`config.mk`:
```
export PLATFORM = sky130hd
export DESIGN_NAME = regex_nested_quantifier_check_unit_flat
export DESIGN_NICKNAME = d
export VERILOG_FILES = /design/src/rtl/rnqc_pkg.sv /design/src/rtl/rnqc_ifs.sv /design/src/rtl/regex_nested_quantifier_check_unit.sv /design/src/rtl/rnqc_scan.sv /design/src/flat_wrapper.sv
export SDC_FILE = /design/constraint.sdc
export NUM_CORES = 1
export LEC_CHECK = 0
export ABC_AREA = 1
export BUFFER_PORTS_ARGS = -buffer_cell sky130_fd_sc_hd__buf_2
export CAP_MARGIN = 5
export CORE_MARGIN = 5
export CORE_UTILIZATION = 65
export DETAILED_ROUTE_END_ITERATION = 10
export GPL_TIMING_DRIVEN = 1
export PLACE_DENSITY = 0.92
export SYNTH_ARGS = -nofsm -noshare
export SYNTH_HDL_FRONTEND = slang
export SYNTH_HIERARCHICAL = 1
export SYNTH_SLANG_ARGS = --single-unit
```
`constraint.sdc`:
```
create_clock -name clk -period 7.6 [get_ports clk]
set_input_delay 1.52 -clock clk [delete_from_list [all_inputs] [get_ports clk]]
set_output_delay 1.52 -clock clk [all_outputs]
set_load 0.005 [all_outputs]
```
`src/rtl/rnqc_pkg.sv`:
```
// ----------------------------------------------------------------------------
// rnqc_pkg
// Types and constants shared by the regex nested-quantifier checker.
// ----------------------------------------------------------------------------
package rnqc_pkg;

    localparam int CH_W    = 8;
    localparam int LEN_W   = 10;
    localparam int COUNT_W = 11;

    localparam logic [LEN_W-1:0]   MAX_LEN_RESET = LEN_W'(200);
    localparam logic [COUNT_W-1:0] COUNT_MAX     = '1;

    // Pattern characters of interest
    localparam logic [CH_W-1:0] CH_NUL    = 8'h00;
    localparam logic [CH_W-1:0] CH_BSLASH = 8'h5C;
    localparam logic [CH_W-1:0] CH_LBRACK = 8'h5B;
    localparam logic [CH_W-1:0] CH_RBRACK = 8'h5D;
    localparam logic [CH_W-1:0] CH_CARET  = 8'h5E;
    localparam logic [CH_W-1:0] CH_LPAREN = 8'h28;
    localparam logic [CH_W-1:0] CH_RPAREN = 8'h29;
    localparam logic [CH_W-1:0] CH_PLUS   = 8'h2B;
    localparam logic [CH_W-1:0] CH_STAR   = 8'h2A;
    localparam logic [CH_W-1:0] CH_LBRACE = 8'h7B;
    localparam logic [CH_W-1:0] CH_SPACE  = 8'h20;
    localparam logic [CH_W-1:0] CH_TAB    = 8'h09;

    // Verdict codes
    typedef enum logic [1:0] {
        ST_ACCEPT  = 2'd0,
        ST_EMPTY   = 2'd1,
        ST_TOOLONG = 2'd2,
        ST_NESTED  = 2'd3
    } status_t;

    // Scanner mode, one-hot
    typedef enum logic [6:0] {
        M_NORMAL      = 7'b0000001,
        M_ESCAPE      = 7'b0000010,
        M_CLS_OPEN    = 7'b0000100,
        M_CLS_CARET   = 7'b0001000,
        M_CLS_BODY    = 7'b0010000,
        M_CLS_ESC     = 7'b0100000,
        M_AFTER_CLOSE = 7'b1000000
    } scan_mode_t;

endpackage

```
`src/rtl/rnqc_ifs.sv`:
```
// ----------------------------------------------------------------------------
// rnqc_ifs
// Valid/ready channels of the checker: pattern bytes, verdicts, config.
// ----------------------------------------------------------------------------

// Pattern byte channel
interface rnqc_in_if
    import rnqc_pkg::*;
();
    logic            valid;
    logic            ready;
    logic [CH_W-1:0] ch;
    logic            last;

    modport source (output valid, output ch, output last, input ready);
    modport sink   (input valid, input ch, input last, output ready);
endinterface

// Verdict channel
interface rnqc_out_if
    import rnqc_pkg::*;
();
    logic    valid;
    logic    ready;
    status_t status;

    modport source (output valid, output status, input ready);
    modport sink   (input valid, input status, output ready);
endinterface

// Config write channel (max_len)
interface rnqc_cfg_if
    import rnqc_pkg::*;
();
    logic             valid;
    logic             ready;
    logic [LEN_W-1:0] data;

    modport source (output valid, output data, input ready);
    modport sink   (input valid, input data, output ready);
endinterface

```
`src/rtl/regex_nested_quantifier_check_unit.sv`:
```
// ----------------------------------------------------------------------------
// regex_nested_quantifier_check_unit
// Checks a regex pattern, one byte per transfer, and gives one verdict on the
// last byte: accepted, empty, too long or nested quantifiers.
// ----------------------------------------------------------------------------
//  channel | dir | payload          | transfer
//  pat     | in  | ch[7:0], last    | valid && ready
//  verdict | out | status[1:0]      | valid && ready, one per pattern
//  cfg     | in  | data[9:0]        | valid && ready (max_len), ready always 1
//
//  One byte per cycle unless a held verdict stalls the pipe: input register,
//  then the scan state update and verdict register.
//  A verdict passes the input register, then the verdict register.
//  Reset clears the scan state, the pipeline and sets max_len to 200.
//  A held verdict stalls the pipe only when another last byte reaches it.
// ----------------------------------------------------------------------------
module regex_nested_quantifier_check_unit
    import rnqc_pkg::*;
#(
    parameter int NEST_SLOTS = 32
)
(
    input  logic       clk,
    input  logic       rst_n,
    rnqc_in_if.sink    pat,
    rnqc_out_if.source verdict,
    rnqc_cfg_if.sink   cfg
);

    logic             s1_valid_reg;
    logic [CH_W-1:0]  s1_ch_reg;
    logic             s1_last_reg;
    logic             out_valid_reg;
    status_t          out_status_reg;
    logic [LEN_W-1:0] max_len_reg;

    logic             s2_take;
    logic             s1_load;
    status_t          scan_status;

    // Pipeline flow control
    assign s2_take   = s1_valid_reg && (!s1_last_reg || !out_valid_reg || verdict.ready);
    assign s1_load   = !s1_valid_reg || s2_take;
    assign pat.ready = s1_load;

    assign cfg.ready      = 1'b1;
    assign verdict.valid  = out_valid_reg;
    assign verdict.status = out_status_reg;

    // Config register
    always_ff @(posedge clk or negedge rst_n)
    begin
        if (!rst_n)
            max_len_reg <= MAX_LEN_RESET;
        else if (cfg.valid)
            max_len_reg <= cfg.data;
    end

    // Input register
    always_ff @(posedge clk or negedge rst_n)
    begin
        if (!rst_n)
            s1_valid_reg <= 1'b0;
        else if (s1_load)
            s1_valid_reg <= pat.valid;
    end

    always_ff @(posedge clk)
    begin
        if (s1_load && pat.valid)
        begin
            s1_ch_reg   <= pat.ch;
            s1_last_reg <= pat.last;
        end
    end

    rnqc_scan #(
        .NEST_SLOTS (NEST_SLOTS)
    ) u_scan (
        .clk     (clk),
        .rst_n   (rst_n),
        .take    (s2_take),
        .ch      (s1_ch_reg),
        .last    (s1_last_reg),
        .max_len (max_len_reg),
        .status  (scan_status)
    );

    // Verdict register
    always_ff @(posedge clk or negedge rst_n)
    begin
        if (!rst_n)
            out_valid_reg <= 1'b0;
        else if (s2_take && s1_last_reg)
            out_valid_reg <= 1'b1;
        else if (verdict.ready)
            out_valid_reg <= 1'b0;
    end

    always_ff @(posedge clk)
    begin
        if (s2_take && s1_last_reg)
            out_status_reg <= scan_status;
    end

endmodule

```
`src/rtl/rnqc_scan.sv`:
```
// ----------------------------------------------------------------------------
// rnqc_scan
// Scan state of one pattern: mode machine, group flag stack, byte count and
// nested flag. Gives the verdict combinationally for the byte being taken.
// ----------------------------------------------------------------------------
module rnqc_scan
    import rnqc_pkg::*;
#(
    parameter int NEST_SLOTS = 32
)
(
    input  logic             clk,
    input  logic             rst_n,
    input  logic             take,
    input  logic [CH_W-1:0]  ch,
    input  logic             last,
    input  logic [LEN_W-1:0] max_len,
    output status_t          status
);

    localparam int DEPTH_W = (NEST_SLOTS > 2) ? $clog2(NEST_SLOTS) : 1;
    localparam logic [DEPTH_W-1:0] DEPTH_TOP = DEPTH_W'(NEST_SLOTS - 1);

    scan_mode_t             mode_reg, mode_next;
    logic [DEPTH_W-1:0]     depth_reg, depth_next;
    // Flag stack; bit 0 is the innermost open group
    logic [NEST_SLOTS-1:0]  stack_reg, stack_next;
    logic [COUNT_W-1:0]     count_reg, count_next;
    logic                   nested_reg, nested_next;

    logic                   do_normal;
    logic                   had_quant;

    // Next scan state for one byte
    always_comb
    begin
        mode_next   = mode_reg;
        depth_next  = depth_reg;
        stack_next  = stack_reg;
        count_next  = count_reg;
        nested_next = nested_reg;
        do_normal   = 1'b0;
        had_quant   = 1'b0;

        if (ch != CH_NUL)
        begin
            if (count_reg != COUNT_MAX)
                count_next = count_reg + COUNT_W'(1);

            unique case (mode_reg)
                M_ESCAPE:
                    mode_next = M_NORMAL;
                M_CLS_OPEN, M_CLS_CARET, M_CLS_BODY:
                begin
                    if (mode_reg == M_CLS_OPEN && ch == CH_CARET)
                        mode_next = M_CLS_CARET;
                    else if (mode_reg != M_CLS_BODY && ch == CH_RBRACK)
                        mode_next = M_CLS_BODY;
                    else if (ch == CH_RBRACK)
                        mode_next = M_NORMAL;
                    else if (ch == CH_BSLASH)
                        mode_next = M_CLS_ESC;
                    else
                        mode_next = M_CLS_BODY;
                end
                M_CLS_ESC:
                    mode_next = M_CLS_BODY;
                M_AFTER_CLOSE:
                begin
                    if (ch != CH_SPACE && ch != CH_TAB)
                    begin
                        if (ch == CH_PLUS || ch == CH_STAR || ch == CH_LBRACE)
                            nested_next = 1'b1;
                        mode_next = M_NORMAL;
                        do_normal = 1'b1;
                    end
                end
                default:
                begin
                    mode_next = M_NORMAL;
                    do_normal = 1'b1;
                end
            endcase

            // Plain pattern byte
            if (do_normal)
            begin
                if (ch == CH_BSLASH)
                    mode_next = M_ESCAPE;
                else if (ch == CH_LBRACK)
                    mode_next = M_CLS_OPEN;
                else if (ch == CH_LPAREN)
                begin
                    if (depth_reg < DEPTH_TOP)
                    begin
                        depth_next = depth_reg + DEPTH_W'(1);
                        stack_next = {stack_reg[NEST_SLOTS-2:0], 1'b0};
                    end
                end
                else if (ch == CH_RPAREN)
                begin
                    if (depth_reg != '0)
                    begin
                        had_quant  = stack_reg[0];
                        depth_next = depth_reg - DEPTH_W'(1);
                        stack_next = {1'b0, stack_reg[NEST_SLOTS-1:1]};
                    end
                    if (had_quant)
                        mode_next = M_AFTER_CLOSE;
                end
                else if (ch == CH_PLUS || ch == CH_STAR)
                begin
                    if (depth_reg != '0)
                        stack_next[0] = 1'b1;
                end
            end
        end
    end

    // Verdict on the updated state
    always_comb
    begin
        if (count_next == '0)
            status = ST_EMPTY;
        else if (count_next > {{(COUNT_W-LEN_W){1'b0}}, max_len})
            status = ST_TOOLONG;
        else if (nested_next)
            status = ST_NESTED;
        else
            status = ST_ACCEPT;
    end

    // State registers; a last byte clears them for the next pattern
    always_ff @(posedge clk or negedge rst_n)
    begin
        if (!rst_n)
        begin
            mode_reg   <= M_NORMAL;
            depth_reg  <= '0;
            stack_reg  <= '0;
            count_reg  <= '0;
            nested_reg <= 1'b0;
        end
        else if (take)
        begin
            if (last)
            begin
                mode_reg   <= M_NORMAL;
                depth_reg  <= '0;
                stack_reg  <= '0;
                count_reg  <= '0;
                nested_reg <= 1'b0;
            end
            else
            begin
                mode_reg   <= mode_next;
                depth_reg  <= depth_next;
                stack_reg  <= stack_next;
                count_reg  <= count_next;
                nested_reg <= nested_next;
            end
        end
    end

endmodule

```
`src/flat_wrapper.sv`:
```
// flat-port wrapper written by rule: the top's interface ports become plain ports
module regex_nested_quantifier_check_unit_flat import rnqc_pkg::*;
#(
    parameter int NEST_SLOTS = 32
)
  (clk, rst_n, pat_valid, pat_ch, pat_last, pat_ready, verdict_valid, verdict_status, verdict_ready, cfg_valid, cfg_data, cfg_ready);
  rnqc_in_if pat_i ();
  rnqc_out_if verdict_i ();
  rnqc_cfg_if cfg_i ();
  input  logic clk;
  input  logic rst_n;
  input wire logic [$bits(pat_i.valid)-1:0] pat_valid;
  input wire logic [$bits(pat_i.ch)-1:0] pat_ch;
  input wire logic [$bits(pat_i.last)-1:0] pat_last;
  output wire logic [$bits(pat_i.ready)-1:0] pat_ready;
  output wire logic [$bits(verdict_i.valid)-1:0] verdict_valid;
  output wire logic [$bits(verdict_i.status)-1:0] verdict_status;
  input wire logic [$bits(verdict_i.ready)-1:0] verdict_ready;
  input wire logic [$bits(cfg_i.valid)-1:0] cfg_valid;
  input wire logic [$bits(cfg_i.data)-1:0] cfg_data;
  output wire logic [$bits(cfg_i.ready)-1:0] cfg_ready;
  assign pat_i.valid = pat_valid;
  assign pat_i.ch = pat_ch;
  assign pat_i.last = pat_last;
  assign pat_ready = pat_i.ready;
  assign verdict_valid = verdict_i.valid;
  assign verdict_status = verdict_i.status;
  assign verdict_i.ready = verdict_ready;
  assign cfg_i.valid = cfg_valid;
  assign cfg_i.data = cfg_data;
  assign cfg_ready = cfg_i.ready;
  regex_nested_quantifier_check_unit #(.NEST_SLOTS(NEST_SLOTS)) u_core (.clk(clk), .rst_n(rst_n), .pat(pat_i), .verdict(verdict_i), .cfg(cfg_i));
endmodule
```
==> flow_metrics.env <==
export IMPL_numPortBuffers=27
export IMPL_clk_latency_ns=0.35
export IMPL_fin_util=0.714
export IMPL_drtAntennaViolNets=0
export IMPL_ir_worst_vdd_mv=0.131
export IMPL_drc=0
export IMPL_syn_nets=691
export IMPL_p_int_mw=0.694
export IMPL_p_per_area_nw_per_um2=201
export IMPL_antenna_found_initial=0
export IMPL_post_drt_wl_per_cell_um=14.0
export IMPL_route_vias_total=4398
export IMPL_clkSinkCount=79
export IMPL_via_per_inst=5.73
export IMPL_setup_viol=0
export IMPL_cts_tree="yes"
export IMPL_relSlewSlack=0.357
export IMPL_gr_total_overflow=0
export IMPL_yosys_area_share_simple=0.311
export IMPL_drive_above_1_share=0.129
export IMPL_syn_area_per_cell_um2=7.54
export IMPL_ctsHoldBuffers=0
export IMPL_period_share=0.496
export IMPL_die_h_um=97.0
export IMPL_p_comb_frac=0.229
export IMPL_grt_first_pass_wirelength_um=18500
export IMPL_slowest_delay_ns=0.69
export IMPL_route_top_layer_used="met4"
export IMPL_synth_edff_count=11
export IMPL_largest_reg_flops=32
export IMPL_hold_viol=0
export IMPL_cellLeakagePower_nw=2.69
export IMPL_rows=31
export IMPL_track_usage=0.233
export IMPL_dp_hpwl_um=7370
export IMPL_worstMarginPinSlew_ns=0.960
export IMPL_ios=29
export IMPL_drtIter0Drc=364
export IMPL_cts_buffer_depth=2
export IMPL_die_w_um=97.0
export IMPL_cts_root_buffer="clkbuf_8"
export IMPL_wl_met3_um=549
export IMPL_postCtsSetupBuffers=0
export IMPL_max_freq_ghz=0.266
export IMPL_drt_total_wl_um=10800
export IMPL_slowest_stage="a31oi_1"
export IMPL_core_area_um2=7290
export IMPL_synth_cell_type_count=40
export IMPL_place_congestion=0.873
export IMPL_synth_compound_area_frac=0.103
export IMPL_cts_resized=0
export IMPL_hold_class="register to register"
export IMPL_wl_met1_um=4480
export IMPL_seqPwrFrac=0.465
export IMPL_period_needed_ns=3.77
export IMPL_rsz0062_at_grt="false"
export IMPL_synth_cells=652
export IMPL_fin_cells=768
export IMPL_async_reset_ff_frac=0.861
export IMPL_clkPwrFrac=0.306
export IMPL_startpoint_type="primary input"
export IMPL_muxShareOfSynthArea=0
export IMPL_status="finished clean"
export IMPL_worstSetupPathType="primary input to register"
export IMPL_first_pass_iters=5
export IMPL_path_cells="buf_2 > inv_1 > a31oi_1 > inv_1 > a21oi_4 > buf_4 > nand3_4 > nand2_1 > nand2_1"
export IMPL_setup_tns_ns=0
export IMPL_p_switching_mw=0.352
export IMPL_power_share_switching=0.336
export IMPL_timing_critical_path_fanout_max=47
export IMPL_syn2layout_area_growth_pct=5.95
export IMPL_diodes=0
export IMPL_drv_cap=0
export IMPL_grt_pass1_vias=4201
export IMPL_wl_met2_um=5510
export IMPL_timing_hold_ws_ns=0.475
export IMPL_layout_nets=703
export IMPL_crit_arrival_ns=4.00
export IMPL_worst_setup_path_end_kind="register"
export IMPL_p_total_mw=1.05
export IMPL_clock_skew_ns=0.0132
export IMPL_synth_top_family_by_area="simple AND/OR/NAND/NOR gates"
export IMPL_grt_start_max_net_pins=50
export IMPL_ys_ff_latch=79
export IMPL_start_util=0.674
export IMPL_ys_warnings_count=6
export IMPL_dieArea_um2=9400
export IMPL_cts_buffers=9
export IMPL_synthesis_area_um2=4920
export IMPL_synth_xor_area_share=0.00891
export IMPL_synthAdderAreaFrac=0.0397
export IMPL_numPlacedInstances=752
export IMPL_cts_htree_levels=3
export IMPL_maxSlewViolCount=0
export IMPL_crit_required_ns=7.84
export IMPL_seq_area_frac_synth=0.414
export IMPL_clk_pin_slew_ns=0.08
export IMPL_synthFlopType="dfrtp_1"
[through the flow]
step                instance area, um2  worst slack (ns)
finish                            5210              3.83
global route                      5210              3.65
CTS                               5210              3.89
detailed placement                5010              3.53
global placement                  5010              3.69
floorplan                         4920              4.39
[synthesized netlist by cell type, drive strengths merged, types with 2 or more instances]
library cell  count  area (um2)
nand2           192         738
inv             112         420
dfrtp            64        1600
nand4            44         282
nor2             44         201
o22ai            39         244
nand3            38         203
o21ai            23         153
buf              20         153
ha               14         175
a21oi            12        75.1
edfxtp           11         330
clkbuf            8        30.0
nor3              6        40.0
dfstp             4         105
nand3b            4        30.0
xor2              4        35.0
a21o              2        15.0
a31oi             2        12.5
nor4              2        12.5
[cells in the final DEF, fill, tap and decap left out, types with 10 or more instances in the layout]
| cell | Yosys | final |
|---|---|---|
| inv_1 | 103 | 103 |
| edfxtp_1 | 11 | 11 |
| nand3_1 | 37 | 37 |
| buf_2 | 11 | 27 |
| a21oi_1 | 10 | 10 |
| ha_1 | 14 | 14 |
| o21ai_2 | 10 | 10 |
| o21ai_0 | 13 | 13 |
| nand4_1 | 43 | 43 |
| o22ai_1 | 39 | 39 |
| nand2_1 | 185 | 185 |
| nor2_1 | 39 | 39 |
| dfrtp_1 | 64 | 64 |
[power groups by stage]
stage / clock [mW] / sequential (mW) / combinational, mW
5_1_grt: 0.350 / 0.489 / 0.270
3_5_place_dp: 0 / 0.493 / 0.233
4_1_cts: 0.330 / 0.485 / 0.235
6_report: 0.321 / 0.486 / 0.239
2_1_floorplan: 0 / 0.486 / 0.187
3_3_place_gp: 0 / 0.491 / 0.217
[worst paths after layout]
kind | startpoint | cells past startpoint | slack, ns | end
min in group asynchronous | rst_n | 1 | 1.11 | u_core/u_scan/mode_reg[4]
worst max-delay path | verdict_ready | 9 | 3.83 | u_core/u_scan/stack_reg[8]
max in group asynchronous | rst_n | 2 | 5.50 | u_core/u_scan/count_reg[10]
worst min-delay path | u_core/u_scan/stack_reg[26] | 2 | 0.48 | u_core/u_scan/stack_reg[26]
worst max register to register | u_core/s1_last_reg | 7 | 4.38 | u_core/u_scan/stack_reg[8]
worst min register to register | u_core/u_scan/stack_reg[26] | 2 | 0.48 | u_core/u_scan/stack_reg[26]
[cells by family (layout without fill, tap and decap cells)]
kind of cell             count (synthesis)  after routing
buffers and inverters                  140            157
adder cells (fa/ha/maj)                 15             15
AND/OR/NAND/NOR                        333            333
other                                    1              1
flip-flops                              79             79
AO/OA/AOI/OAI                           79             79
XOR/XNOR                                 5              5
[layer usage]
layer / vias up / GRT usage
li1: 2152 / -
met1: 2057 / 0.290
met2: 166 / 0.401
met3: 23 / 0.0381
met4: 0 / 0.0983
met5: - / 0
[critical path, delay by kind of cell]
family	cells	cell delay (ns)
compound gates	2	0.87
simple gates	3	0.72
buf+inv	4	0.87
[cell type report]
| class | count | area, um2 |
|---|---|---|
| fill | 583 | 2080 |
| tap | 99 | 124 |
| clock inverter | 7 | 77.6 |
| multi-input combinational | 433 | 2280 |
| clock buffer | 9 | 124 |
| sequential | 79 | 2040 |
| timing repair buffer | 29 | 150 |
| inverter | 112 | 420 |
Note: power is estimated with default switching activity, not from simulation.
